$ cat config.mk
export PLATFORM = sky130hd
export DESIGN_NAME = tks_pos_enc
export DESIGN_NICKNAME = d
export VERILOG_FILES = /design/src/design/tks_pkg.sv /design/src/design/tks_pos_enc.sv
export SDC_FILE = /design/constraint.sdc
export NUM_CORES = 1
export LEC_CHECK = 0
export ABC_AREA = 1
export BUFFER_PORTS_ARGS = -buffer_cell sky130_fd_sc_hd__buf_2
export CAP_MARGIN = 10
export CORE_MARGIN = 4
export CORE_UTILIZATION = 35
export DETAILED_ROUTE_END_ITERATION = 8
export PLACE_DENSITY = 0.71
export SYNTH_ARGS = -nofsm -noshare
export SYNTH_HDL_FRONTEND = slang
export SYNTH_SLANG_ARGS = --single-unit
$ cat constraint.sdc
create_clock -name vclk -period 0.8
set_clock_uncertainty 0.1 [all_clocks]
set_input_delay 0 -clock vclk [all_inputs]
set_output_delay 0 -clock vclk [all_outputs]
set_load 0.01 [all_outputs]
$ cat src/design/tks_pkg.sv
// Shared types and constants for the top-k sorted insertion block.
`default_nettype none
package tks_pkg;

    // Field widths fixed by the interface
    localparam int POS_W   = 7;
    localparam int VALUE_W = 32;

    // Input command codes (s_tuser)
    localparam logic CMD_INSERT = 1'b0;
    localparam logic CMD_FINISH = 1'b1;

    // Result kind codes (m_tuser[0])
    localparam logic KIND_INSERT = 1'b0;
    localparam logic KIND_READ   = 1'b1;

    // Sequencer states
    typedef enum logic [1:0] {
        S_IDLE,
        S_REPORT,
        S_READ
    } state_t;

    // What each cell does in a cycle
    typedef enum logic [1:0] {
        CELL_HOLD,
        CELL_INSERT,
        CELL_SHIFT
    } cell_mode_t;

    // Control broadcast to every cell of the chain
    typedef struct packed {
        cell_mode_t                  mode;
        logic signed [VALUE_W-1:0]   value;
    } cell_ctrl_t;

endpackage
`default_nettype wire

$ cat src/design/tks_pos_enc.sv
// Turns the prefix of set compare flags into the insert position.
`default_nettype none
module tks_pos_enc #(
    parameter int DEPTH = 64
) (
    input  wire logic [DEPTH-1:0]           ge_q,
    output logic      [tks_pkg::POS_W-1:0]  position
);

    // The flags form a prefix; mark the one boundary and OR its index in
    always_comb begin
        position = '0;
        for (int i = 0; i <= DEPTH; i++) begin
            if (((i == 0) || ge_q[(i == 0) ? 0 : i - 1]) &&
                ((i == DEPTH) || !ge_q[(i == DEPTH) ? 0 : i])) begin
                position = position | tks_pkg::POS_W'(i);
            end
        end
    end

endmodule
`default_nettype wire

==> summary.md, run 1 <==
| Metric | Value |
|---|---|
| Final max-slew violation count | 0 |
| Placed cells | 338 |
| Placed Instance Area | 0.001325 sq mm |
| Library cells used by synthesis | 8 |
| Seq_cells | 0 |
| PortBufs | 71 |
| Status | finished, violations left |
| Overall routing resource usage | 0.1517 |
| GRT overflow | 0 |
| Mapped Area | 939.7 sq um |
| Max Cap Viol | 0 |
| Failing checks | negative setup slack |
| Syn Nets | 302 |
| CP delay by family, top | simple AND/OR/NAND/NOR gates |
| Max Clk Rate | 1165 MHz |
| Hold Path Class | primary input to primary output |
| Core ar. | 0.002522 sq mm |
| Pwr/cell area | 474.2 mW/mm^2 |
| RSZ-0062 raised after global routing | true |
| Largest family of logic cells by synthesized area | simple AND/OR/NAND/NOR gates |
| Setup TNS | -0.1563 ns |
| Post-route ant nets | 0 |
| Net count, final | 374 |
| Final Total Pwr | 817.5 uW |
| Critical path's largest stage delay | 0.14 ns |
| Post-CTS setup repair buffer count | 0 |
| Synth area leaders | nand2_1, inv_1, nor2_1, nand2_2, nor2_2 |
| Flip-flop and latch area | 0 sq um |
| Finished Layout Cells | 338 |
| Initial Util | 0.3725 |
| Detailed Route WL | 3131 um |
| Count leader, synth | nand2_1 |
| CP Max Fanout | 2 |
| Stages on worst setup path | 9 |
| Startpoint Class | primary input |
| Bufs and invs on worst path | 3 |
| Drt pass-1 iters | 4 |
| Worst Path Required | 0.70 ns |
| Adder-cell share of the synthesized area | 0 |
| LEAKAGE | 0.001108 uW |
| Peak VDD IR | 0.0002829 V |
| IO Pins | 71 |
| DR DRC count | 0 |
| Vias per inst | 4.254 |
| Most used cell, CP | nand2_2 |
| Crit path DAT | 0.76 ns |
| Largest net degree at the start of global routing | 3 |
| Max-Slew Margin vs Limit | 0.8965 |
| Layout cells sized above 1 | 0.5000 |
| Top-area cell type share of the netlist area | 0.5033 |
| Critical Path End | position[4] |
| Area growth syn-to-layout | 83.49% |
| Final instance area | 0.001724 sq mm |
| Sequential element share of the synthesized area | 0 |
| Finish-stage setup viols | 6 |
| Fraction of the cycle the final worst path needs | 1.073 |
| Die Height | 59.82 um |
| Vias | 1438 |
| Synth Area in XOR/XNOR | 0 |
| Mean post-synth cell area | 3.948 sq um |
| Clock buffer cells | 0 |
| Area leader, netlist | nand2_1 |
| Final Hold Viols | 0 |
| Vias in the first global route | 1238 |
| Commonest cells in the netlist | nand2_1, inv_1, nor2_1 |
| Hold Path Origin | ge_q[63] |
| CP max stage cell | buf_2 |
| Critical Path Source | ge_q[63] |
| Multi-input gate area | 857.1 sq um |
| FILL cells | 262 |
| Cells after Synth | 238 |
| YS warnings | 0 |
| Worst Tran Pin Value | 0.1537 ns |
| Post-Synth Simple-Gate Area | 0.7337 |
| Multiplexer area fraction after synthesis | 0 |
| Dpl hpwl | 2481 um |
| Diode count | 0 |
| Synth Area in Compound Gates | 0.01065 |
| Die width | 59.82 um |
| Critical path class | primary input to primary output |
| Final Wtd Congestion | 0.8749 |
| Cell-by-cell trace of the critical path | buf_6 -> inv_2 -> nand2_2 -> nand2_4 -> nor2_4 -> nand2_2 -> nor2_2 -> nand2_1 -> buf_2 |
| DRT iter0 DRCs | 34 |
| Rows | 18 |
| Wire per inst | 9.263 um |
| Final WS setup | -0.05820 ns |
| Min Tclk post-route | 0.8582 ns |
| Total Die Area | 0.003578 sq mm |
| CP endpoint kind | primary output |
| Initial antenna violation count | 0 |
| First-pass GRT wire length | 4512 um |
logic make-up after synthesis:
kind of cell | after synthesis
buf+inv | 63
compound gates | 2
simple gates | 173
how the worst min path moves through the flow:
stage / end / slack (ns) / cells after the start
final: position[6] / 0.09 / 2
after detailed placement: position[6] / 0.10 / 2
after global placement: position[6] / 0.1 / 2
after global routing: position[6] / 0.10 / 2
after CTS: position[6] / 0.10 / 2
after floorplan: position[6] / -0.008 / 1
power by group:
part	switching, uW	internal [uW]	leakage [uW]
sequential	0	0	0
clock	0	0	0
combinational	402	415	0.00111
total	402	415	0.00111
what timing repair did:
item                       in CTS  in global routing
pin swaps                      54                 74
hold endpoints to repair        0                  0
setup endpoints to repair       6                  6
gates resized for setup        36                 79
hold buffers                    0                  0
metrics by stage:
step	setup slack [ns]	util	hold slack (ns)
global route	-0.1132	0.6835	0.1009
floorplan	0.1845	-	-0.008235
detailed placement	-0.07802	0.5253	0.1007
CTS	-0.05270	0.5804	0.1015
finish	-0.05820	0.6835	0.08652
global placement	-0.06448	0.5253	0.09861
layout make-up:
class              count  share of cell area
well taps             30             0.02177
multi-input cells    175              0.4971
inverters             62              0.1350
repair buffers        71              0.3462
layout by cell type (no fill, tap or decap):
cell	count
o21ai_0	2
buf_2	33
nand2_4	2
inv_1	46
nand2_2	50
nor2_1	27
buf_8	1
inv_2	16
nor2_4	4
buf_6	37
nor2_2	11
nand2_1	79
per-layer routing:
layer / vias to the layer above / track usage / share of wire
met5: - / 0 / 0
met4: 0 / 0 / 0
met3: 0 / 0.004320 / 0.082
met2: 50 / 0.2901 / 0.52
met1: 593 / 0.1977 / 0.40
li1: 795 / - / -
Power figures use the tool's default switching activity.
==> run 2, diff against run 1 <==
Settings changed: ABC_AREA 1 to default, PLACE_DENSITY 0.71 to 0.77.
==> summary.md, run 2 <==
| Metric | Value |
|---|---|
| DP Worst Slack | -0.3301 ns |
| Initial antenna violation count | 0 |
| Most frequent cells in the layout | buf_2, buf_4, nand2b_1 |
| DR DRC count | 0 |
| Finish-stage setup viols | 6 |
| Initial Util | 0.3787 |
| Synth Area in Compound Gates | 0.2838 |
| Mapped Area | 758.2 sq um |
| Largest family of logic cells by synthesized area | simple AND/OR/NAND/NOR gates |
| Pwr/cell area | 483.1 mW/mm^2 |
| Dpl hpwl | 3111 um |
| Worst Path Required | 0.70 ns |
| Critical path class | primary input to primary output |
| Adder-cell share of the synthesized area | 0 |
| Critical Path Source | ge_q[28] |
| Synth Area in XOR/XNOR | 0 |
| Net count, final | 282 |
| First-pass GRT wire length | 5057 um |
| Detailed Route WL | 3541 um |
| Area leader, netlist | nand2b_1 |
| Synth area leaders | nand2b_1, o2111ai_1, inv_1, or2b_1, nand4_1 |
| Critical Path End | position[4] |
| Area growth syn-to-layout | 92.57% |
| LEAKAGE | 0.0007526 uW |
| Max-Slew Margin vs Limit | 0.7070 |
| Library cells used by synthesis | 18 |
| GRT overflow | 0 |
| Final WS setup | -0.3220 ns |
| Drt pass-1 iters | 4 |
| Min Tclk post-route | 1.122 ns |
| Overall routing resource usage | 0.2267 |
| Count leader, synth | nand2b_1 |
| Final Hold Viols | 0 |
| Post-route ant nets | 0 |
| Flip-flop and latch area | 0 sq um |
| Max Cap Viol | 0 |
| Commonest cells in the netlist | nand2b_1, inv_1, o2111ai_1 |
| Post-Synth Simple-Gate Area | 0.6073 |
| Syn Nets | 184 |
| Vias | 1286 |
| Crit path DAT | 1.02 ns |
| Fraction of the cycle the final worst path needs | 1.402 |
| Most common cell after layout, fill and taps aside | buf_2 |
| Worst Tran Pin Value | 0.4348 ns |
| Vias in the first global route | 1226 |
| RSZ-0062 raised after global routing | true |
| Sequential element share of the synthesized area | 0 |
| Startpoint Class | primary input |
| Diode count | 0 |
| Layout cells sized above 1 | 0.5509 |
| Total Die Area | 0.002975 sq mm |
| Final instance area | 0.001460 sq mm |
| Top-area cell type share of the netlist area | 0.2393 |
| DRT iter0 DRCs | 35 |
| IO Pins | 71 |
| Failing checks | negative setup slack |
| PortBufs | 71 |
| Final Wtd Congestion | 0.8875 |
| Seq_cells | 0 |
| Hold Path Class | primary input to primary output |
| Status | finished, violations left |
| YS warnings | 0 |
| CP endpoint kind | primary output |
| Largest net degree at the start of global routing | 4 |
| Mean post-synth cell area | 6.319 sq um |
| Final max-slew violation count | 0 |
| CP Max Fanout | 3 |
| Core ar. | 0.002002 sq mm |
| Placed Instance Area | 0.001320 sq mm |
| Rows | 16 |
| Die Height | 54.55 um |
| Max Clk Rate | 891.3 MHz |
| Wire per inst | 14.57 um |
| Clock buffer cells | 0 |
| Peak VDD IR | 0.0002918 V |
| Die width | 54.55 um |
| Vias per inst | 5.292 |
| Cells after Synth | 120 |
| Multiplexer area fraction after synthesis | 0 |
run 2: cell type report:
class | instances | area (sq um)
fillers | 182 | 541.8
inverters | 20 | 75.07
multi-input cells | 99 | 779.5
well taps | 27 | 33.78
repair buffers | 97 | 571.8
run 2: per-stage QoR:
stage               hold slack [ns]  std cells  total power, uW    util  setup TNS, ns
finish                       0.1194        243            705.4  0.7294         -1.726
global route                 0.1190        243            764.5  0.7294         -2.041
CTS                          0.1158        242            658.3  0.6975         -1.630
detailed placement           0.1104        241            608.8  0.6594         -1.753
global placement            0.09599        241            593.1  0.6594         -1.651
floorplan                 -0.008235        120            265.0       -       -0.03317
run 2: layer usage:
metal | vias up | share of wire | global-route usage
met2 | 59 | 0.52 | 0.4462
li1 | 637 | - | -
met3 | 4 | 0.084 | 0.01635
met1 | 586 | 0.39 | 0.2724
met4 | 0 | 0.0059 | 0.01660
met5 | - | 0 | 0
run 2: worst min path at each step:
stage	startpoint	endpoint	slack [ns]	cells past startpoint
final	ge_q[63]	position[6]	0.12	2
after floorplan	ge_q[63]	position[6]	-0.008	1
after global routing	ge_q[63]	position[6]	0.12	2
after CTS	ge_q[63]	position[6]	0.12	2
after global placement	ge_q[63]	position[6]	0.1	2
after detailed placement	ge_q[63]	position[6]	0.11	2
run 2: critical path, cell delays in order:
cell	delay [ns]
buf_6	0.09
or2b_1	0.19
o2111ai_1	0.14
nor4_2	0.31
nand3_1	0.13
buf_2	0.16
run 2: timing repair:
item / in CTS / in global routing
setup buffers: 1 / 1
resized for setup: 12 / 9
hold buffers: 0 / 0
endpoints found under the setup margin: 6 / 6
pin swaps: 11 / 9
run 2: power breakdown:
part	total [uW]	switching (uW)	internal (uW)
Clock	0	0	0
Sequential	0	0	0
Combinational	705	328	378
Total	705	328	378
run 2: cells by family (layout without fill, tap and decap cells):
kind of cell / after synthesis / in the layout
buffers and inverters: 21 / 117
AOI/OAI and AO/OA: 26 / 26
and+or+nand+nor: 73 / 73
