## src/design/tks_pkg.sv

```systemverilog
// Shared types and constants for the top-k sorted insertion block.
`default_nettype none
package tks_pkg;

    // Field widths fixed by the interface
    localparam int POS_W   = 7;
    localparam int VALUE_W = 32;

    // Input command codes (s_tuser)
    localparam logic CMD_INSERT = 1'b0;
    localparam logic CMD_FINISH = 1'b1;

    // Result kind codes (m_tuser[0])
    localparam logic KIND_INSERT = 1'b0;
    localparam logic KIND_READ   = 1'b1;

    // Sequencer states
    typedef enum logic [1:0] {
        S_IDLE,
        S_REPORT,
        S_READ
    } state_t;

    // What each cell does in a cycle
    typedef enum logic [1:0] {
        CELL_HOLD,
        CELL_INSERT,
        CELL_SHIFT
    } cell_mode_t;

    // Control broadcast to every cell of the chain
    typedef struct packed {
        cell_mode_t                  mode;
        logic signed [VALUE_W-1:0]   value;
    } cell_ctrl_t;

endpackage
`default_nettype wire

```

## src/design/tks_cell.sv

```systemverilog
// One cell of the sorted chain: holds one kept value and its compare flag.
`default_nettype none
module tks_cell (
    input  wire logic                                aclk,
    input  wire logic                                aresetn,
    input  wire tks_pkg::cell_ctrl_t                 ctrl,
    input  wire logic                                active,
    input  wire logic signed [tks_pkg::VALUE_W-1:0]  left_value,
    input  wire logic                                left_ge,
    input  wire logic signed [tks_pkg::VALUE_W-1:0]  right_value,
    output logic signed [tks_pkg::VALUE_W-1:0]       value,
    output logic                                     ge,
    output logic                                     ge_q
);

    logic signed [tks_pkg::VALUE_W-1:0] value_reg;
    logic signed [tks_pkg::VALUE_W-1:0] value_next;
    logic                               ge_reg;

    // Entry counts towards the position when it is in use and not below the new value
    assign ge = active && (value_reg >= ctrl.value);

    // Hold, make room for the new value, or move up during readout
    always_comb begin
        value_next = value_reg;
        case (ctrl.mode)
            tks_pkg::CELL_INSERT: begin
                if (!ge) begin
                    value_next = left_ge ? ctrl.value : left_value;
                end
            end
            tks_pkg::CELL_SHIFT: begin
                value_next = right_value;
            end
            default: begin
                value_next = value_reg;
            end
        endcase
    end

    always_ff @(posedge aclk) begin
        value_reg <= value_next;
    end

    // Keep the compare result for the position encoder
    always_ff @(posedge aclk) begin
        if (!aresetn) begin
            ge_reg <= 1'b0;
        end else if (ctrl.mode == tks_pkg::CELL_INSERT) begin
            ge_reg <= ge;
        end
    end

    assign value = value_reg;
    assign ge_q  = ge_reg;

endmodule
`default_nettype wire

```

## config.mk

```make
export PLATFORM = sky130hd
export DESIGN_NAME = tks_cell
export DESIGN_NICKNAME = d
export VERILOG_FILES = /design/src/design/tks_pkg.sv /design/src/design/tks_cell.sv
export SDC_FILE = /design/constraint.sdc
export NUM_CORES = 1
export LEC_CHECK = 0
export BUFFER_PORTS_ARGS = -buffer_cell sky130_fd_sc_hd__buf_4
export CORE_MARGIN = 3
export CORE_UTILIZATION = 40
export CTS_CLUSTER_DIAMETER = 200
export DETAILED_ROUTE_END_ITERATION = 8
export HOLD_SLACK_MARGIN = 0.12
export PLACE_DENSITY = 0.71
export SKIP_LAST_GASP = 1
export SYNTH_ARGS = -nofsm -noshare
export SYNTH_HDL_FRONTEND = slang
export SYNTH_SLANG_ARGS = --single-unit
```

## constraint.sdc

```tcl
create_clock -name aclk -period 4.7 [get_ports aclk]
set_input_delay 0.94 -clock aclk [delete_from_list [all_inputs] [get_ports aclk]]
set_output_delay 0.94 -clock aclk [all_outputs]
set_load 0.01 [all_outputs]
```

==> impl_results.md, run 1 <==
* Clk root buf: clkbuf_8
* F_max at 283.2 MHz
* Logic pwr share at 0.322
* Worst setup SP type: input port
* Synth top area share at 0.3768
* Sum of negative setup slack at 0 ns
* H-tree levels at 2
* Synth Flop Type: edfxtp_1
* GPL Wtd Cong at 0.7810
* Post-CTS Setup Inserts at 0
* Pwr/cell area at 243.9 nW/µm²
* CTS Buffer Depth at 2
* Clk_lat worst skew at 0.28 ns
* CTS tree: done
* Row count at 28
* WL per Instance at 14.32 µm
* ANT cells at 0
* Post-synth top area cell: edfxtp_1
* Via density at 4.996
* Chip height at 85.84 µm
* Hold slack at 0.4909 ns
* Worst-margin pin slew at 0.5708 ns
* Max_cap viols at 0
* Initial core utilization at 0.4207
* Layout cells sized above 1 at 0.3879
* Syn_nets at 397
* Clk pwr share at 0.261
* Max FFs per register at 32
* Hold_buf cts at 0
* Antenna-violating nets left at 0
* 1st-iter DRT viols at 73
* Tot GR Track Use at 0.1826
* # DRC at 0
* EDFF count, synth at 32
* Seq pwr share at 0.417
* Num CTS Buffers at 5
* Post-synth cell types at 34
* CP arrival at 2.59 ns
* Synth async-reset ratio at 0
* Leakage at 0.001836 µW
* CP Capture Type: output port
* Critical Path Fanout Max at 3
* DP HPWL at 5.507 mm
* Total Wirelength at 6.759 mm
* Final Critical Period at 3.532 ns
* Largest net degree at the start of global routing at 67
* Vias at 2,358
* Vias in the first global route at 2,419
* IO Pins at 136
* Core area at 6061 µm²
* First-pass detailed-route iteration total at 4
* First-pass GRT wire length at 10.80 mm
* Sw Share at 0.2862
* Unrepaired setup endpoints after global routing: false
* Dpl cells at 464
* Fin cells at 472
* Die ar. at 7369 µm²
* Final setup vio count at 0
* Final hold violation count at 0
* Sequential share of the synthesized area at 0.3847
* Final-report max-slew violation count at 0
* Fin crit share at 0.7514
* Status: complete, no violations
* CTS clk-pin slew, worst paths at 0.07 ns
* CP Data Required Time at 3.76 ns
* Post-CTS sizing at 0
* Synthesized area at 2550 µm²
* GRT Residual Overflow at 0
* PortBufs at 135
* Final Util at 0.6140
* Gate count of the mapped netlist at 263
* Syn. warnings at 0
* Max_slew headroom at 0.6194
* Avg Inst Size Synth at 9.696 µm²
* Ranking of synthesized cells by area: edfxtp_1 38%, ha_1 16%, mux2i_1 13%, nand2_1 5.9%, inv_1 4.7%
* Final #Nets at 530
* Filler cells at 527
* Final Skew at 0.007391 ns
* Max rail drop VDD at 0.1339 mV
* #FFs+latches synth at 33
* P_int at 647.9 µW
* WS Path Type: in -> out
* Hold Crit Class: reg -> reg
* P_sw at 259.8 µW
* Initial antenna violation count at 0
* Area growth syn-to-layout at 45.93%
* Die X at 85.84 µm
* Clock sinks at 33
-- kinds of logic after synthesis --
| kind of cell | after synthesis | synth area share |
|---|---|---|
| buf+inv | 43 | 0.06772 |
| mux | 32 | 0.1256 |
| compound gates | 60 | 0.1359 |
| simple gates | 63 | 0.1290 |
| fa+ha+maj | 32 | 0.1570 |
| flops | 33 | 0.3847 |
-- layout make-up --
type / count / area [µm²] / area share
inverters: 32 / 120.1 / 0.03228
multi-input cells: 187 / 1396 / 0.3753
clock inverters: 1 / 5.005 / 0.001345
well taps: 75 / 93.84 / 0.02522
repair buffers: 137 / 1028 / 0.2764
clock buffers: 7 / 96.34 / 0.02589
flip-flops and latches: 33 / 980.9 / 0.2636
-- per-layer routing --
layer | wire length (µm) | share of wire | track usage
met5 | 0 | 0 | 0
met4 | 22 | 0.0033 | 0.03453
met3 | 443 | 0.066 | 0.03650
met2 | 3555 | 0.53 | 0.3319
met1 | 2738 | 0.41 | 0.2246
-- synthesized netlist by cell type, types with 2 or more instances --
library cell,number
o21ai_0,19
clkbuf_1,7
nand3_1,3
ha_1,32
a211oi_2,2
a21oi_1,13
o22ai_1,2
buf_2,3
o21ai_1,16
inv_1,32
edfxtp_1,32
nand4_1,7
nand2_1,40
nor2b_1,2
nor2_1,3
mux2i_1,32
-- placed cells by master, fill, tap and decap left out --
cell,synthesis,layout
nor3_1,1,1
mux2i_1,32,32
o22ai_1,2,2
and2b_2,1,1
nand2_1,40,40
a22oi_1,1,1
nand4_4,1,1
nor4b_1,1,1
nor2b_1,2,2
a21oi_1,13,13
or2b_1,1,1
nand4_1,7,7
ha_1,32,32
o21ai_1,16,16
nand3_1,3,3
buf_4,0,137
o221ai_1,1,1
nor4_4,1,1
inv_1,32,32
o211ai_1,1,1
o21ai_0,19,19
dfxtp_1,1,1
a211oi_2,2,2
o22a_1,1,1
a2bb2oi_1,1,1
nor2b_4,1,1
clkinv_2,0,1
clkbuf_8,0,7
edfxtp_1,32,32
nor3_2,1,1
a2111oi_0,1,1
nor2_1,3,3
a211o_2,1,1
o21ai_2,1,1
-- power by group through the flow --
| stage | combinational, µW | clock, µW | sequential, µW |
|---|---|---|---|
| 6_report | 292 | 237 | 379 |
| 3_5_place_dp | 295 | 0 | 386 |
| 3_3_place_gp | 289 | 0 | 384 |
| 4_1_cts | 296 | 244 | 379 |
| 2_1_floorplan | 134 | 0 | 396 |
| 5_1_grt | 325 | 257 | 382 |
-- final timing paths --
path               endpoint  slack (ns)  depth (start not counted)  startpoint
setup / recovery         ge        1.17                          9    ctrl[14]
hold / removal         ge_q        0.49                          2        ge_q
setup reg to reg  value[16]        2.03                          8   value[29]
hold reg to reg        ge_q        0.49                          2        ge_q
-- critical path: stages --
cell and delay (ns):
buf_4 0.09, inv_1 0.04, ha_1 0.30, nand4_1 0.21, a2111oi_0 0.49, a211o_2 0.19, a211oi_2 0.08, nor2b_1 0.13
buf_4 0.13
-- metrics by stage --
step / setup WS (ns) / area (µm²) / total power [µW]
floorplan: 1.335 / 2550 / 530.7
global placement: 1.196 / 3620 / 672.4
detailed placement: 1.173 / 3620 / 680.2
CTS: 1.159 / 3721 / 919.1
global route: 0.9754 / 3721 / 963.9
finish: 1.169 / 3721 / 907.7
Note: power is estimated with default switching activity, not from simulation.
==> inputs of run 2 (changes only) <==
- clock period: 4.7 -> 3.5 ns (I/O delays scaled with it)
==> impl_results.md, run 2 (same netlist as run 1, synthesis figures left out) <==
* Core area at 6061 µm² (unchanged)
* Final hold violation count at 0 (unchanged)
* CP Capture Type: output port (unchanged)
* GPL Wtd Cong at 0.7736 (was 0.7810)
* Post-CTS Setup Inserts at 0 (unchanged)
* Setup WS pre-CTS at 0.4369 ns (was 1.173 ns)
* Final Critical Period at 3.104 ns
* Max stage delay on crit path at 0.33 ns (was 0.49 ns)
* Hold_buf cts at 0 (unchanged)
* Slowest CP cell: ha_1 (was a2111oi_0)
* Layout cells sized above 1 at 0.3829 (was 0.3879)
* Post-CTS sizing at 0 (unchanged)
* Max rail drop VDD at 0.2170 mV (was 0.1339 mV)
* Clock sinks at 33 (unchanged)
* DP HPWL at 5.505 mm (was 5.507 mm)
* Chip height at 85.84 µm (unchanged)
* Logic pwr share at 0.330 (was 0.322)
* Clk root buf: clkbuf_8 (unchanged)
* WL per Instance at 14.41 µm (was 14.32 µm)
* First-pass GRT wire length at 10.85 mm (was 10.80 mm)
* Initial antenna violation count at 0 (unchanged)
* IO Pins at 136 (unchanged)
* CTS Buffer Depth at 2 (unchanged)
* 1st-iter DRT viols at 70 (was 73)
* CP cell instances: buf_4 > inv_1 > ha_1 > a211oi_2 > o22ai_1 > nor4b_1 > a2bb2oi_1 > a211oi_2 > nor2b_1 > buf_4 (was buf_4 > inv_1 > ha_1 > nand4_1 > a2111oi_0 > a211o_2 > a211oi_2 > nor2b_1 > buf_4)
* F_max at 322.2 MHz
* P_int at 856.0 µW (was 647.9 µW)
* Area growth syn-to-layout at 45.98% (was 45.93%)
* H-tree levels at 2 (unchanged)
* Fin crit share at 0.8869
* Initial core utilization at 0.4207 (unchanged)
* Vias at 2,373 (was 2,358)
* Final setup margin at 0.3960 ns (was 1.169 ns)
* Final instance area at 3722 µm² (was 3721 µm²)
* Clk pwr share at 0.248 (was 0.261)
* Num CTS Buffers at 5 (unchanged)
* CTS clk-pin slew, worst paths at 0.07 ns (about the same)
* CP Data Required Time at 2.80 ns (was 3.76 ns)
* Status: complete, no violations (unchanged)
* Tot GR Track Use at 0.1830 (was 0.1826)
* Die X at 85.84 µm (unchanged)
* Max FFs per register at 32 (unchanged)
* Most frequent cells in the layout: 136 x buf_4, 40 x nand2_1 (was 137 x buf_4, 40 x nand2_1)
* Max_cap viols at 0 (unchanged)
* Seq pwr share at 0.423 (was 0.417)
* PortBufs at 135 (unchanged)
* Leakage at 0.001832 µW (was 0.001836 µW)
* CTS tree: done (unchanged)
* WS Path Type: in -> out (unchanged)
* P_sw at 346.1 µW (was 259.8 µW)
* Total Wirelength at 6.802 mm (was 6.759 mm)
* Largest net degree at the start of global routing at 35 (was 67)
* Placed cell areas at 3632 µm² (was 3620 µm²)
* Antenna-violating nets left at 0 (unchanged)
* Final Skew at 0.006022 ns (was 0.007391 ns)
* Final-report max-slew violation count at 0 (unchanged)
* Hold Crit Class: reg -> reg (unchanged)
* Via density at 5.028 (was 4.996)
* GRT Residual Overflow at 0 (unchanged)
* Final setup vio count at 0 (unchanged)
* Sw Share at 0.2879 (was 0.2862)
* CP arrival at 2.40 ns (was 2.59 ns)
* Worst-margin pin slew at 0.6601 ns (was 0.5708 ns)
* Max_slew headroom at 0.5590 (was 0.6194)
* Pwr/cell area at 322.9 nW/µm² (was 243.9 nW/µm²)
* Unrepaired setup endpoints after global routing: false (unchanged)
* Clk_lat worst skew at 0.28 ns (about the same)
* Worst setup SP type: input port (unchanged)
* # DRC at 0 (unchanged)
* Sum of negative setup slack at 0 ns (unchanged)
* Final #Nets at 530 (unchanged)
* Critical Path Fanout Max at 3 (unchanged)
* Row count at 28 (unchanged)
* Commonest non-fill, non-tap cell in the layout: buf_4 (unchanged)
* First-pass detailed-route iteration total at 4 (unchanged)
* ANT cells at 0 (unchanged)
* Die ar. at 7369 µm² (unchanged)
* Vias in the first global route at 2,385 (was 2,419)
==> run 2: path summary, 6_finish.rpt <==
path	slack, ns	cells after the start	endpoint	startpoint
worst max register to register	0.98	8	value[22]	value[29]
worst max-delay path	0.40	10	ge	ctrl[29]
worst min-delay path	0.48	2	ge_q	ge_q
worst min register to register	0.48	2	ge_q	ge_q
==> run 2: power by group through the flow <==
stage	clock (µW)	sequential [µW]	combinational, µW
6_report	298	508	397
5_1_grt	321	513	442
4_1_cts	307	508	402
3_5_place_dp	0	517	402
3_3_place_gp	0	515	392
2_1_floorplan	0	532	180
==> run 2: area by class of cell <==
class,instances,area [µm²]
timing repair buffer,137,1041
inverter,32,120.1
fill,538,2338
sequential,33,980.9
clock buffer,8,90.09
tap,75,93.84
multi-input combinational,187,1396
==> run 2: metrics by stage <==
stage / total power, µW / std cells / utilization / hold WS [ns]
after floorplan: 712.7 / 263 / - / 0.4903
after global placement: 907.4 / 464 / 0.5993 / 0.4677
after detailed placement: 918.2 / 464 / 0.5993 / 0.4741
after CTS: 1218 / 472 / 0.6142 / 0.4858
after global routing: 1275 / 472 / 0.6142 / 0.5247
final: 1202 / 472 / 0.6142 / 0.4776
==> run 2: worst max-delay path: cells and delay by family <==
| family | cells | cell delay, ns |
|---|---|---|
| adder cells (fa/ha/maj) | 1 | 0.33 |
| buffers and inverters | 3 | 0.26 |
| AO/OA/AOI/OAI | 4 | 0.73 |
| AND/OR/NAND/NOR | 2 | 0.37 |
==> run 2: per-layer routing <==
layer | global-route usage | vias up | part of all wire
met3 | 0.03746 | 6 | 0.058
li1 | - | 1210 | -
met1 | 0.2234 | 1089 | 0.42
met5 | 0 | - | 0
met4 | 0.04029 | 0 | 0.010
met2 | 0.3312 | 68 | 0.51
